## config.mk

```make
export PLATFORM = sky130hd
export DESIGN_NAME = motor_step_and_stall_scan_sequencer
export DESIGN_NICKNAME = d
export VERILOG_FILES = /design/src/hdl/mssq_pkg.sv /design/src/hdl/motor_step_and_stall_scan_sequencer.sv /design/src/hdl/mssq_csr.sv /design/src/hdl/mssq_core.sv
export SDC_FILE = /design/constraint.sdc
export NUM_CORES = 1
export LEC_CHECK = 0
export BUFFER_PORTS_ARGS = -buffer_cell sky130_fd_sc_hd__buf_2
export CORE_MARGIN = 2
export CORE_UTILIZATION = 30
export DETAILED_ROUTE_END_ITERATION = 6
export GPL_TIMING_DRIVEN = 0
export PLACE_DENSITY = 0.51
export SYNTH_ARGS = -nofsm -noshare
export SYNTH_HDL_FRONTEND = slang
export SYNTH_HIERARCHICAL = 1
export SYNTH_SLANG_ARGS = --single-unit
```

## constraint.sdc

```tcl
create_clock -name clock -period 9.85 [get_ports clock]
set_input_delay 0.985 -clock clock [delete_from_list [all_inputs] [get_ports clock]]
set_output_delay 0.985 -clock clock [all_outputs]
set_load 0.02 [all_outputs]
```

## src/hdl/mssq_pkg.sv

```systemverilog
`default_nettype none
package mssq_pkg;

   localparam logic [10:0]        SAMPLE_DEPTH          = 11'd1024;
   localparam logic signed [31:0] RELAX_DRIVE_MAGNITUDE = 32'sd6554;
   localparam logic signed [31:0] Q_MAX                 = 32'sh7FFF_FFFF;
   localparam logic signed [31:0] Q_MIN                 = 32'sh8000_0000;

   // request kinds
   localparam logic [1:0] KIND_TICK  = 2'd0;
   localparam logic [1:0] KIND_START = 2'd1;
   localparam logic [1:0] KIND_STOP  = 2'd2;

   // run modes
   localparam logic [1:0] MODE_STEP_CLOSED = 2'd0;
   localparam logic [1:0] MODE_STEP_BYPASS = 2'd1;
   localparam logic [1:0] MODE_STALL_SCAN  = 2'd2;

   // status codes
   localparam logic [1:0] STATUS_NONE     = 2'd0;
   localparam logic [1:0] STATUS_INVALID  = 2'd1;
   localparam logic [1:0] STATUS_COMPLETE = 2'd2;

   localparam logic [1:0] LOOP_STOPPED = 2'd0;

   // csr indexes
   localparam logic [2:0] CSR_RUN_MODE     = 3'd0;
   localparam logic [2:0] CSR_TARGET_START = 3'd1;
   localparam logic [2:0] CSR_SAMPLE_LIMIT = 3'd2;
   localparam logic [2:0] CSR_END_DRIVE    = 3'd3;
   localparam logic [2:0] CSR_DRIVE_STEP   = 3'd4;
   localparam logic [2:0] CSR_SETTLE_TICKS = 3'd5;
   localparam logic [2:0] CSR_RELAX_TICKS  = 3'd6;
   localparam logic [2:0] CSR_SPARE        = 3'd7;

   typedef struct packed {
      logic [1:0]         run_mode;
      logic signed [31:0] target_or_start_drive;
      logic [10:0]        sample_limit;
      logic signed [31:0] end_drive;
      logic signed [31:0] drive_step;
      logic [19:0]        settle_ticks;
      logic [19:0]        relax_ticks;
   } cfg_type;

   typedef struct packed {
      logic [1:0]         kind;
      logic signed [31:0] position;
      logic [15:0]        lvdt_a;
      logic [15:0]        lvdt_b;
   } req_type;

   typedef struct packed {
      logic signed [31:0] setpoint;
      logic               setpoint_valid;
      logic               capture_valid;
      logic [9:0]         capture_index;
      logic signed [31:0] capture_drive;
      logic signed [31:0] capture_position;
      logic [15:0]        capture_lvdt_a;
      logic [15:0]        capture_lvdt_b;
      logic [1:0]         status;
      logic [10:0]        sample_count;
      logic [1:0]         loop_mode;
   } rsp_type;

endpackage
`default_nettype wire

```

## src/hdl/motor_step_and_stall_scan_sequencer.sv

```systemverilog
`default_nettype none
// Test sequencer for a dc motor position loop. Each request is a control tick,
// a start or a stop (kind on req_tuser) and yields exactly one response with
// the setpoint for that tick, an optional telemetry capture, a status code and
// the loop mode. A request is registered on entry, evaluated combinationally
// against the run state and the response is registered on the way out, so
// the block takes one request per clock while responses are accepted; a
// stalled response holds the pipeline only once both input and output registers
// are full. The user must write configuration registers through the csr port
// only while no request is in flight; the block does not enforce it.
module motor_step_and_stall_scan_sequencer (
   input  wire logic         clock,
   input  wire logic         reset,
   input  wire logic         req_tvalid,
   output logic              req_tready,
   input  wire logic [63:0]  req_tdata,   // position, lvdt_a, lvdt_b
   input  wire logic [1:0]   req_tuser,   // kind
   output logic              rsp_tvalid,
   input  wire logic         rsp_tready,
   // setpoint, capture_index, capture_drive, capture_position, capture_lvdt_a,
   // capture_lvdt_b, sample_count, loop_mode, zero pad
   output logic [151:0]      rsp_tdata,
   output logic [3:0]        rsp_tuser,   // setpoint_valid, capture_valid, status
   input  wire logic         csr_we,
   input  wire logic [2:0]   csr_addr,
   input  wire logic [31:0]  csr_wdata
);

   mssq_pkg::cfg_type cfg;
   mssq_pkg::req_type in_ff,  in_in;
   logic              in_vld_ff, in_vld_in;
   mssq_pkg::rsp_type out_ff;
   mssq_pkg::rsp_type rsp_next;
   logic              out_vld_ff, out_vld_in;
   logic              advance;
   logic              req_fire;

   mssq_csr u_csr (
      .clock     (clock),
      .reset     (reset),
      .csr_we    (csr_we),
      .csr_addr  (csr_addr),
      .csr_wdata (csr_wdata),
      .cfg       (cfg)
   );

   mssq_core u_core (
      .clock   (clock),
      .reset   (reset),
      .cfg     (cfg),
      .item    (in_ff),
      .advance (advance),
      .rsp     (rsp_next)
   );

   assign advance    = in_vld_ff && (!out_vld_ff || rsp_tready);
   assign req_tready = !in_vld_ff || advance;
   assign req_fire   = req_tvalid && req_tready;

   always_comb begin
      in_in.kind     = req_tuser;
      in_in.position = $signed(req_tdata[31:0]);
      in_in.lvdt_a   = req_tdata[47:32];
      in_in.lvdt_b   = req_tdata[63:48];
      if (req_fire)
         in_vld_in = 1'b1;
      else if (advance)
         in_vld_in = 1'b0;
      else
         in_vld_in = in_vld_ff;
      if (advance)
         out_vld_in = 1'b1;
      else if (rsp_tready)
         out_vld_in = 1'b0;
      else
         out_vld_in = out_vld_ff;
   end

   always_ff @(posedge clock) begin
      if (reset) begin
         in_vld_ff  <= 1'b0;
         out_vld_ff <= 1'b0;
      end else begin
         in_vld_ff  <= in_vld_in;
         out_vld_ff <= out_vld_in;
      end
   end

   always_ff @(posedge clock) begin
      if (req_fire)
         in_ff <= in_in;
      if (advance)
         out_ff <= rsp_next;
   end

   assign rsp_tvalid = out_vld_ff;
   assign rsp_tdata  = {1'b0, out_ff.loop_mode, out_ff.sample_count, out_ff.capture_lvdt_b,
                        out_ff.capture_lvdt_a, out_ff.capture_position, out_ff.capture_drive,
                        out_ff.capture_index, out_ff.setpoint};
   assign rsp_tuser  = {out_ff.status, out_ff.capture_valid, out_ff.setpoint_valid};

`ifndef SYNTHESIS
   a_advance_loads_output: assert property (@(posedge clock) disable iff (reset)
      advance |=> out_vld_ff)
      else $error("evaluated request did not reach the output register");

   a_input_holds: assert property (@(posedge clock) disable iff (reset)
      (in_vld_ff && !advance) |=> (in_vld_ff && $stable(in_ff)))
      else $error("pending request lost or changed while blocked");

   a_complete_stops: assert property (@(posedge clock) disable iff (reset)
      (out_vld_ff && (out_ff.status == mssq_pkg::STATUS_COMPLETE))
         |-> (out_ff.loop_mode == mssq_pkg::LOOP_STOPPED) && !out_ff.setpoint_valid)
      else $error("finished run still reports an active loop");

   a_no_capture_clean: assert property (@(posedge clock) disable iff (reset)
      (out_vld_ff && !out_ff.capture_valid)
         |-> (out_ff.capture_position == 32'sd0) && (out_ff.capture_index == 10'd0))
      else $error("capture fields set without a capture");

   a_count_only_on_complete: assert property (@(posedge clock) disable iff (reset)
      (out_vld_ff && (out_ff.status != mssq_pkg::STATUS_COMPLETE))
         |-> (out_ff.sample_count == 11'd0))
      else $error("sample count reported outside capture complete");
`endif

endmodule
`default_nettype wire

```

## src/hdl/mssq_csr.sv

```systemverilog
`default_nettype none
module mssq_csr (
   input  wire logic             clock,
   input  wire logic             reset,
   input  wire logic             csr_we,
   input  wire logic [2:0]       csr_addr,
   input  wire logic [31:0]      csr_wdata,
   output mssq_pkg::cfg_type     cfg
);

   mssq_pkg::cfg_type cfg_ff;
   mssq_pkg::cfg_type cfg_in;

   always_comb begin
      cfg_in = cfg_ff;
      if (csr_we) begin
         unique case (csr_addr)
            mssq_pkg::CSR_RUN_MODE:     cfg_in.run_mode              = csr_wdata[1:0];
            mssq_pkg::CSR_TARGET_START: cfg_in.target_or_start_drive = csr_wdata;
            mssq_pkg::CSR_SAMPLE_LIMIT: cfg_in.sample_limit          = csr_wdata[10:0];
            mssq_pkg::CSR_END_DRIVE:    cfg_in.end_drive             = csr_wdata;
            mssq_pkg::CSR_DRIVE_STEP:   cfg_in.drive_step            = csr_wdata;
            mssq_pkg::CSR_SETTLE_TICKS: cfg_in.settle_ticks          = csr_wdata[19:0];
            mssq_pkg::CSR_RELAX_TICKS:  cfg_in.relax_ticks           = csr_wdata[19:0];
            mssq_pkg::CSR_SPARE:        cfg_in = cfg_ff;  // reserved, no effect
            default:                    cfg_in = cfg_ff;
         endcase
      end
   end

   always_ff @(posedge clock) begin
      if (reset) begin
         cfg_ff.run_mode              <= mssq_pkg::MODE_STEP_CLOSED;
         cfg_ff.target_or_start_drive <= '0;
         cfg_ff.sample_limit          <= 11'd1;
         cfg_ff.end_drive             <= '0;
         cfg_ff.drive_step            <= 32'sd65536;
         cfg_ff.settle_ticks          <= 20'd1;
         cfg_ff.relax_ticks           <= '0;
      end else begin
         cfg_ff <= cfg_in;
      end
   end

   assign cfg = cfg_ff;

endmodule
`default_nettype wire

```

## src/hdl/mssq_core.sv

```systemverilog
`default_nettype none
module mssq_core (
   input  wire logic              clock,
   input  wire logic              reset,
   input  wire mssq_pkg::cfg_type cfg,
   input  wire mssq_pkg::req_type item,
   input  wire logic              advance,
   output mssq_pkg::rsp_type      rsp
);

   logic               running_ff,        running_in;
   logic [1:0]         latched_mode_ff,   latched_mode_in;
   logic               relaxing_ff,       relaxing_in;
   logic [10:0]        sample_index_ff,   sample_index_in;
   logic [19:0]        settle_count_ff,   settle_count_in;
   logic [19:0]        relax_count_ff,    relax_count_in;
   logic signed [31:0] current_drive_ff,  current_drive_in;
   logic               relax_negative_ff, relax_negative_in;

   logic [10:0]        lim;
   logic [19:0]        settle_lim;
   logic [10:0]        idx_inc;
   logic [19:0]        settle_inc;
   logic [19:0]        relax_inc;
   logic [32:0]        sum_wide;
   logic signed [31:0] next_drive;
   logic               start_ok;
   logic               done;

   // clamp live limits
   always_comb begin
      if (cfg.sample_limit == 11'd0)
         lim = 11'd1;
      else if (cfg.sample_limit > mssq_pkg::SAMPLE_DEPTH)
         lim = mssq_pkg::SAMPLE_DEPTH;
      else
         lim = cfg.sample_limit;
      settle_lim = (cfg.settle_ticks == 20'd0) ? 20'd1 : cfg.settle_ticks;
   end

   // saturating drive advance
   always_comb begin
      sum_wide = {current_drive_ff[31], current_drive_ff}
               + {cfg.drive_step[31], cfg.drive_step};
      if (sum_wide[32] != sum_wide[31])
         next_drive = sum_wide[32] ? mssq_pkg::Q_MIN : mssq_pkg::Q_MAX;
      else
         next_drive = $signed(sum_wide[31:0]);
   end

   assign start_ok = (cfg.run_mode == mssq_pkg::MODE_STEP_CLOSED)
      || (cfg.run_mode == mssq_pkg::MODE_STEP_BYPASS)
      || ((cfg.run_mode == mssq_pkg::MODE_STALL_SCAN) && (cfg.drive_step != 32'sd0)
          && !((cfg.end_drive > cfg.target_or_start_drive) && (cfg.drive_step < 32'sd0))
          && !((cfg.end_drive < cfg.target_or_start_drive) && (cfg.drive_step > 32'sd0)));

   assign idx_inc    = sample_index_ff + 11'd1;
   assign settle_inc = settle_count_ff + 20'd1;
   assign relax_inc  = relax_count_ff + 20'd1;

   always_comb begin
      running_in        = running_ff;
      latched_mode_in   = latched_mode_ff;
      relaxing_in       = relaxing_ff;
      sample_index_in   = sample_index_ff;
      settle_count_in   = settle_count_ff;
      relax_count_in    = relax_count_ff;
      current_drive_in  = current_drive_ff;
      relax_negative_in = relax_negative_ff;
      done              = 1'b0;
      rsp               = '0;
      rsp.status        = mssq_pkg::STATUS_NONE;

      case (item.kind)
         mssq_pkg::KIND_START: begin
            if (start_ok) begin
               running_in      = 1'b1;
               latched_mode_in = cfg.run_mode;
               sample_index_in = '0;
               settle_count_in = '0;
               relax_count_in  = '0;
               relaxing_in     = 1'b0;
               if (cfg.run_mode == mssq_pkg::MODE_STALL_SCAN) begin
                  current_drive_in  = cfg.target_or_start_drive;
                  relax_negative_in = cfg.drive_step > 32'sd0;
               end
            end else begin
               rsp.status = mssq_pkg::STATUS_INVALID;
            end
         end
         mssq_pkg::KIND_STOP: begin
            running_in = 1'b0;
         end
         mssq_pkg::KIND_TICK: begin
            if (running_ff) begin
               if (latched_mode_ff != mssq_pkg::MODE_STALL_SCAN) begin
                  rsp.setpoint = cfg.target_or_start_drive;
                  if (sample_index_ff >= lim) begin
                     done = 1'b1;
                  end else begin
                     rsp.capture_valid = 1'b1;
                     rsp.capture_index = sample_index_ff[9:0];
                     rsp.capture_drive = cfg.target_or_start_drive;
                     sample_index_in   = idx_inc;
                     if (idx_inc >= lim)
                        done = 1'b1;
                     else
                        rsp.setpoint_valid = 1'b1;
                  end
               end else if (relaxing_ff) begin
                  rsp.setpoint       = relax_negative_ff ? (32'sd0 - mssq_pkg::RELAX_DRIVE_MAGNITUDE)
                                                         : mssq_pkg::RELAX_DRIVE_MAGNITUDE;
                  rsp.setpoint_valid = 1'b1;
                  relax_count_in     = relax_inc;
                  if (relax_inc >= cfg.relax_ticks) begin
                     relax_count_in  = '0;
                     settle_count_in = '0;
                     relaxing_in     = 1'b0;
                  end
               end else begin
                  rsp.setpoint    = current_drive_ff;
                  settle_count_in = settle_inc;
                  if (settle_inc < settle_lim) begin
                     rsp.setpoint_valid = 1'b1;
                  end else begin
                     settle_count_in = '0;
                     if (sample_index_ff < mssq_pkg::SAMPLE_DEPTH) begin
                        rsp.capture_valid = 1'b1;
                        rsp.capture_index = sample_index_ff[9:0];
                        rsp.capture_drive = current_drive_ff;
                        sample_index_in   = idx_inc;
                     end
                     if (((cfg.drive_step > 32'sd0) && (next_drive > cfg.end_drive))
                         || ((cfg.drive_step < 32'sd0) && (next_drive < cfg.end_drive))
                         || (sample_index_in >= mssq_pkg::SAMPLE_DEPTH)) begin
                        done = 1'b1;
                     end else begin
                        rsp.setpoint_valid = 1'b1;
                        current_drive_in   = next_drive;
                        if (cfg.relax_ticks != 20'd0) begin
                           relax_count_in = '0;
                           relaxing_in    = 1'b1;
                        end
                     end
                  end
               end
               if (done) begin
                  running_in = 1'b0;
                  rsp.status = mssq_pkg::STATUS_COMPLETE;
               end
            end
         end
         default: begin
            running_in = running_ff;  // unknown kind leaves the run alone
         end
      endcase

      if (rsp.capture_valid) begin
         rsp.capture_position = item.position;
         rsp.capture_lvdt_a   = item.lvdt_a;
         rsp.capture_lvdt_b   = item.lvdt_b;
      end
      if (done)
         rsp.sample_count = sample_index_in;
      rsp.loop_mode = running_in ? (latched_mode_in + 2'd1) : mssq_pkg::LOOP_STOPPED;
   end

   always_ff @(posedge clock) begin
      if (reset) begin
         running_ff        <= 1'b0;
         latched_mode_ff   <= mssq_pkg::MODE_STEP_CLOSED;
         relaxing_ff       <= 1'b0;
         sample_index_ff   <= '0;
         settle_count_ff   <= '0;
         relax_count_ff    <= '0;
         current_drive_ff  <= '0;
         relax_negative_ff <= 1'b0;
      end else if (advance) begin
         running_ff        <= running_in;
         latched_mode_ff   <= latched_mode_in;
         relaxing_ff       <= relaxing_in;
         sample_index_ff   <= sample_index_in;
         settle_count_ff   <= settle_count_in;
         relax_count_ff    <= relax_count_in;
         current_drive_ff  <= current_drive_in;
         relax_negative_ff <= relax_negative_in;
      end
   end

endmodule
`default_nettype wire
```

=== Word-level counts from Yosys, hierarchy flattened ===
Cells that the tools add are included.

* Register bits after elaboration: 460
* Latch bits: 0
* Memory bits (writable): 0
* Memory bits (read-only): 0
* Output and inout port bits: 158
* Logic and storage cells: 201
* Memories kept: 0

* Add/subtract/negate cells: 5
* Multiply operators: 0
* Div/mod/pow operators: 0
* Order comparisons: 13
* Equal/unequal tests: 23
* Shift-type cells: 0
* Muxes and demuxes: 86
* Bitwise gates (word level): 0
* Reductions and logical operators: 42

{| class="wikitable"
|+ Operators with widths
! operator !! count
|-
| 32-bit two-way mux || 10
|-
| 20-bit two-way mux || 14
|-
| 43-bit two-way mux || 5
|-
| 11-bit two-way mux || 14
|-
| 20-bit one-hot mux with 2 select lines || 2
|-
| 76-bit two-way mux || 1
|-
| 32-bit greater-than comparator || 2
|-
| 32-bit less-than comparator || 2
|-
| 32-bit one-hot mux with 2 select lines || 1
|-
| 44-bit two-way mux || 1
|-
| 20-bit by 1-bit adder with 20-bit output (second input constant) || 2
|-
| 32-bit by 32-bit adder with 33-bit output || 1
|-
| 33-bit two-way mux || 1
|-
| 32-bit by 1-bit greater-than comparator with 1-bit output (second input constant) || 1
|-
| 32-bit by 1-bit less-than comparator with 1-bit output (second input constant) || 1
|-
| 32-bit nonzero test || 1
|-
| 1-bit two-way mux || 29
|-
| 11-bit >= comparator || 2
|-
| 11-bit one-hot mux with 2 select lines || 1
|-
| 20-bit >= comparator || 1
|-
| 20-bit logical NOT || 1
|-
| 20-bit less-than comparator || 1
|-
| 20-bit nonzero test || 1
|-
| 2-bit AND reduction || 8
|-
| 32 further kinds || 66
|}

=== Logic depth before layout (Yosys ltp) ===
* Depth in word-level cells: 19
* Depth in mapped cells: 33
* Gate-level depth less buffers: 27

=== Cells and area by module ===
Netlist, hierarchy kept.

{| class="wikitable"
|+ By module, submodules not included
! module !! instances !! cells each !! area an instance (sq um) !! sequential area each (sq um)
|-
| mssq_core || 1 || 1709 || 11975.2 || 1761.7
|-
| motor_step_and_stall_scan_sequencer || 1 || 233 || 6751.5 || 6676.4
|-
| mssq_csr || 1 || 527 || 5890.6 || 2982.9
|}

=== Worst setup path after synthesis ===
No wires, ideal clock.

* Path type: register to register
* Start: register u_csr.cfg_ff, in the netlist u_csr/cfg[43]
* End: register u_core.current_drive_ff[23]
* Library setup time: 0.070 ns
* Arrival: 6.876 ns
* Slack: 2.903 ns
* Cell stages (with the launch flop): 32
* Path buffers: 4
* Period minus slack after synthesis: 6.947 ns
* Cell sequence: dfxtp_1 > ha_1 > a21oi_1 > nor2b_1 > o41ai_1 > o21ai_0 > a31o_2 > a311oi_1 > o31a_1 > nor2_1 > o21a_1 > or3_1 > ha_1 > clkbuf_1 > nand3_1 > a31oi_1 > a211oi_1 > buf_1 > clkbuf_1 > o21ai_0 > ha_1 > nand4_1 > nor3_1 > nand4b_1 > a21oi_1 > nor4b_1 > nor3_1 > or3_1 > a21o_4 > buf_6 > a311o_1 > a21oi_1

* Cells in the longest elaborated chain, start to end: 9

{| class="wikitable"
|+ RTL lines
! item !! RTL line !! RTL
|-
| start: declaration || mssq_csr.sv:11 || <nowiki>mssq_pkg::cfg_type cfg_ff;</nowiki>
|-
| start signal: assignment || mssq_csr.sv:41 || <nowiki>cfg_ff <= cfg_in;</nowiki>
|-
| 32-bit by 32-bit adder with 33-bit output || mssq_core.sv:44 || <nowiki>+ {cfg.drive_step[31], cfg.drive_step};</nowiki>
|-
| 32-bit two-way mux or 1-bit != test (tied branches) || mssq_core.sv:46, mssq_core.sv:45 ||
|-
| 32-bit two-way mux || mssq_core.sv:45 || <nowiki>if (sum_wide[32] != sum_wide[31])</nowiki>
|-
| 32-bit greater-than comparator, or another cell as far along || mssq_core.sv:133 || <nowiki>if (((cfg.drive_step > 32'sd0) && (next_drive > cfg.end_drive))</nowiki>
|-
| 1-bit logical AND, or another cell as far along || mssq_core.sv:133 ||
|-
| 1-bit logical OR or 32-bit two-way mux (tied branches) || mssq_core.sv:134, mssq_core.sv:110 ||
|-
| 1-bit logical OR or 32-bit two-way mux (tied branches) || mssq_core.sv:135, mssq_core.sv:96 ||
|-
| 2-bit != test (no source line) or 32-bit two-way mux (tied branches) || -- ||
|-
| 9-bit AND reduction (no source line) or 32-bit one-hot mux with 2 select lines (tied branches) || -- ||
|-
| end signal: assignment || mssq_core.sv:185 || <nowiki>current_drive_ff <= current_drive_in;</nowiki>
|-
| end: declaration || mssq_core.sv:17 || <nowiki>logic signed [31:0] current_drive_ff, current_drive_in;</nowiki>
|}

Parallel ways exist; a longest one is shown, timed or not. The select of a mux whose other input is x is not followed.
A chain may end at the register's enable or synchronous reset.

=== Worst setup path in the final report ===
* Start: register u_core.current_drive_ff[1]
* End: register out_ff, in the netlist rsp_tdata[146], data pin

* Cells in the longest elaborated chain, start to end: 15

{| class="wikitable"
|+ RTL lines
! item !! RTL line !! RTL
|-
| 32-bit by 32-bit adder with 33-bit output (*) || mssq_core.sv:44 ||
|-
| 32-bit two-way mux or 1-bit != test (tied branches) || mssq_core.sv:46, mssq_core.sv:45 ||
|-
| 32-bit two-way mux (*) || mssq_core.sv:45 ||
|-
| 32-bit greater-than comparator or 32-bit less-than comparator (tied branches) || mssq_core.sv:133, mssq_core.sv:134 ||
|-
| 1-bit logical AND, on equally long branches || mssq_core.sv:133, mssq_core.sv:134 ||
|-
| 1-bit logical OR (*) || mssq_core.sv:134 || <nowiki>|| ((cfg.drive_step < 32'sd0) && (next_drive < cfg.end_drive))</nowiki>
|-
| 1-bit logical OR (*) || mssq_core.sv:135 || <nowiki>|| (sample_index_in >= mssq_pkg::SAMPLE_DEPTH)) begin</nowiki>
|-
| 1-bit two-way mux (*) || mssq_core.sv:133 ||
|-
| 1-bit two-way mux (*) || mssq_core.sv:123 || <nowiki>if (settle_inc < settle_lim) begin</nowiki>
|-
| 1-bit two-way mux (*) || mssq_core.sv:110 || <nowiki>end else if (relaxing_ff) begin</nowiki>
|-
| 1-bit two-way mux (*) || mssq_core.sv:96 || <nowiki>if (latched_mode_ff != mssq_pkg::MODE_STALL_SCAN) begin</nowiki>
|-
| 1-bit two-way mux (*) || mssq_core.sv:95 || <nowiki>if (running_ff) begin</nowiki>
|-
| 1-bit two-way mux (*) || mssq_core.sv:74 || <nowiki>case (item.kind)</nowiki>
|-
| 1-bit two-way mux (*) || mssq_core.sv:95 ||
|-
| 1-bit two-way mux (*) || mssq_core.sv:74 ||
|-
| end signal: assignment || motor_step_and_stall_scan_sequencer.sv:93 || <nowiki>out_ff <= rsp_next;</nowiki>
|-
| end: declaration || motor_step_and_stall_scan_sequencer.sv:32 || <nowiki>mssq_pkg::rsp_type out_ff;</nowiki>
|}

Mark *: on every way between the ends. The rest lies on a longest branch, timed or not. The select of a mux whose other input is x is not followed.

==> results by group <==
Placed design
  • GP Congestion: 0.936
  • Hpwl dp: just under 70 mm
  • Area after DPL: roughly 27000 µm²
  • DP Worst Slack: -207 ps
  • Placed insts: ~3.8k
  • Port bufs: around 260

Layout
  • Fin cells: a little under 4k
  • Nets@finish: 3065
  • Commonest non-fill, non-tap cells in the layout: buf_2 (281), dfxtp_1 (239), edfxtp_1 (221), nand2b_1 (207), a21oi_1 (175)
  • Layout cells sized above 1: 0.153
  • Design Area, Final: 29200 µm²
  • Area growth, synth to finish: 18.7%
  • Commonest non-fill, non-tap cell in the layout: buf_2

Synthesis
  • Cell Area, Synth: 24600 µm²
  • Library cells used by synthesis: 80
  • Main synth FF type: dfxtp_1
  • Synthesis-stage register bit count: 460
  • Synthesized instance count: 2469
  • Seq/Total Area, Yosys: 0.464
  • EDFF count, synth: ~220
  • Ys async rst share: 0
  • Total number of yosys warnings: 6
  • Synthesized Nets: between 2k and 3k
  • Syn Area/Cell: ~10 µm²

Floorplan
  • Die Area: between 80000 and 90000 µm²
  • # IOs: approximately 260
  • Die width: 290 µm
  • Rows: around 110
  • Core area: ~82000 µm²
  • Die span in y: a little under 300 µm
  • Initial Util: 0.301

Clock network
  • Max H-tree Level: 2
  • Root Buffer Master: clkbuf_16
  • Clock Latency Late Sink: approximately 660 ps
  • Clock sinks: 460
  • Clk buf depth: 3
  • Total CTS buffers: between 50 and 60
  • Clock slew at reported path FFs: roughly 60 ps
  • CTS tree: built
  • Hold-fix buffers, CTS: 0

Detailed routing
  • Routed met1 length: 39.9 mm
  • Top layer reached by signal wires: met5
  • Routed vias: approximately 21k
  • Drt total wl: 90.9 mm
  • Via density: roughly 5.3
  • Drt first-iter violations: about 1.6k
  • DR pass1 iterations: 6
  • Remaining antenna violation count: 0
  • Metal2 WL: between 40 and 50 mm
  • Routed WL per cell: about 23 µm
  • Routed wl met3: about 5.1 mm
  • DRC errors left: 0

Power
  • Cell Pwr Density: 159 nW/µm²
  • Comb pwr share: 0.112
  • Clk pwr share: 0.441
  • NetSw: 1.29 mW
  • Worst VDD drop: roughly 0.00013 V
  • Sw Share: 0.277
  • Sequential Power Share: 0.448
  • Internal power: 3.37 mW
  • P_leak: between 10 and 15 nW

Worst setup path
  • Crit path max-delay family: compound AO/OA/AOI/OAI gates
  • CP max-delay cell: o41ai_4
  • Reg-to-reg startpoint: u_core/current_drive_ff[1]$_SDFFE_PP0P_
  • CP endpoint kind: flop
  • CP max FO: 10
  • WP data arrival: ~9600 ps
  • Worst path required time: 10260 ps
  • CP startpoint: u_core/current_drive_ff[1]$_SDFFE_PP0P_
  • CP bufs+invs: 4
  • CP max stage delay: 510 ps
  • Crit start category: flop
  • Crit path kind: reg2reg

STA
  • Worst-margin pin slew: ~1300 ps
  • Final worst setup slack: between 700 and 800 ps
  • Final Hold Fails: 0
  • Max-Slew Margin vs Limit: 0.0974
  • RSZ-0062 raised after global routing: false
  • Setup Skew: ~51 ps
  • Slew Viols, Final: 0
  • Hold_ws: around 480 ps
  • Setup violators final: 0
  • Max Clk Rate: between 100 and 150 MHz
  • Min cycle time layout: a little over 9000 ps
  • Tcrit/Tclk final: 0.927

Global route
  • Pin count of the biggest net entering global routing: around 70
  • Vias in the first global route: around 20k
  • Tot GR Track Use: 0.210
  • Initial antenna violation count: 5
  • First-pass GRT wire length: about 130 mm
  • GR Overflow Total: 0

Run
  • Maximum Capacitance Violations: 0

Hold path
  • Worst Hold Class: reg2reg
  • Hold_sp: u_csr/cfg[24]$_SDFFE_PP0P_

Status
  • Status: finished clean
cells by family (layout without fill, tap and decap cells):
family	count (synthesis)	in the layout	synth area share
buffers and inverters	272	642	0.0449
XOR/XNOR	60	60	0.0213
AND/OR/NAND/NOR	824	824	0.183
AO/OA/AOI/OAI	523	523	0.136
flip-flops	460	460	0.464
multiplexers	162	162	0.0661
adder cells (fa/ha/maj)	167	167	0.0852
other	1	4	0.000152
power groups by stage:
stage	combinational [mW]	clock (mW)	sequential, mW
after floorplan	0.267	0	2.15
after global placement	0.497	0	2.13
after detailed placement	0.509	0	2.13
after CTS	0.511	2.10	2.09
after global routing	0.557	2.18	2.09
final	0.520	2.05	2.09
per-layer routing:
metal	global-route usage	vias to the layer above
met5	0	-
met3	0.0344	157
met4	0.0620	4
li1	-	9595
met1	0.275	10200
met2	0.354	648
per-stage QoR:
step	total power, mW	setup TNS (ps)	utilization
finish	4.66	0	0.358
global route	4.83	0	0.358
CTS	4.70	0	0.357
detailed placement	2.64	-299	0.335
global placement	2.63	-263	0.334
floorplan	2.42	0	-
sequential cells by signal (all words and copies together), names as in the netlist:
name,cells
u_csr/cfg,149
in_vld_ff,1
u_core/latched_mode_ff,2
u_core/relax_negative_ff,1
rsp_tuser,4
u_core/current_drive_ff,32
in_ff,66
u_core/sample_index_ff,11
rsp_tvalid,1
u_core/settle_count_ff,20
u_core/relaxing_ff,1
u_core/running_ff,1
rsp_tdata,151
u_core/relax_count_ff,20
path summary, 6_finish.rpt:
kind	endpoint	cells past startpoint	slack, ps
max	rsp_tdata[146]$_DFFE_PP_	31	720
max reg2reg	rsp_tdata[146]$_DFFE_PP_	31	720
min reg2reg	u_csr/cfg[24]$_SDFFE_PP0P_	2	480
min	u_csr/cfg[24]$_SDFFE_PP0P_	2	480
tightest hold or removal path: stages, from the launching register on:
cell	delay [ps]
dfxtp_1	310
nand2b_1	60
mux2i_1	60
repair_timing:
| action | in CTS | in global routing |
|---|---|---|
| endpoints found under the setup margin | 16 | 44 |
| gates resized for setup | 1 | 6 |
| setup buffers | 0 | 0 |
synthesized netlist by cell type, types with 6 or more instances:
| cell | instances | share of area |
|---|---|---|
| clkbuf_1 | 101 | 0.015 |
| a2111oi_0 | 6 | 0.0021 |
| a21oi_1 | 175 | 0.036 |
| edfxtp_1 | 221 | 0.27 |
| or3_1 | 8 | 0.0020 |
| xor2_1 | 35 | 0.012 |
| nor4_1 | 29 | 0.0074 |
| xnor2_1 | 25 | 0.0089 |
| nor4b_1 | 6 | 0.0021 |
| nor2b_1 | 19 | 0.0048 |
| nor3b_1 | 9 | 0.0027 |
| or2_2 | 19 | 0.0048 |
| a211oi_1 | 42 | 0.013 |
| a31oi_1 | 21 | 0.0053 |
| and4_1 | 7 | 0.0025 |
| and3_1 | 99 | 0.025 |
| o21a_1 | 18 | 0.0055 |
| o211ai_1 | 19 | 0.0058 |
| o21ai_0 | 100 | 0.020 |
| nor3_1 | 30 | 0.0061 |
| buf_2 | 19 | 0.0039 |
| nand4_1 | 23 | 0.0058 |
| a31o_2 | 8 | 0.0028 |
| nand3_1 | 62 | 0.013 |
| a22oi_1 | 31 | 0.0095 |
| a211o_1 | 14 | 0.0050 |
| buf_4 | 8 | 0.0024 |
| ha_1 | 166 | 0.084 |
| nand2b_1 | 207 | 0.053 |
| a21o_1 | 28 | 0.0085 |
| inv_1 | 132 | 0.020 |
| nor2_1 | 133 | 0.020 |
| and2_1 | 8 | 0.0020 |
| o31ai_1 | 7 | 0.0021 |
| dfxtp_1 | 239 | 0.19 |
| mux2i_1 | 158 | 0.064 |
| o32ai_1 | 8 | 0.0028 |
| nand2_1 | 134 | 0.020 |
| nand3b_1 | 11 | 0.0034 |
area by class of cell:
cell class	count	area (µm²)
diodes	3	7.51
plain buffers	136	597
clock buffers	67	1450
clock inverters	37	372
fillers	8355	52500
inverters	136	510
multi-input cells	1737	12100
flip-flops and latches	460	11400
well taps	1070	1340
repair buffers	266	1390
(Power assumes the default switching activity.)
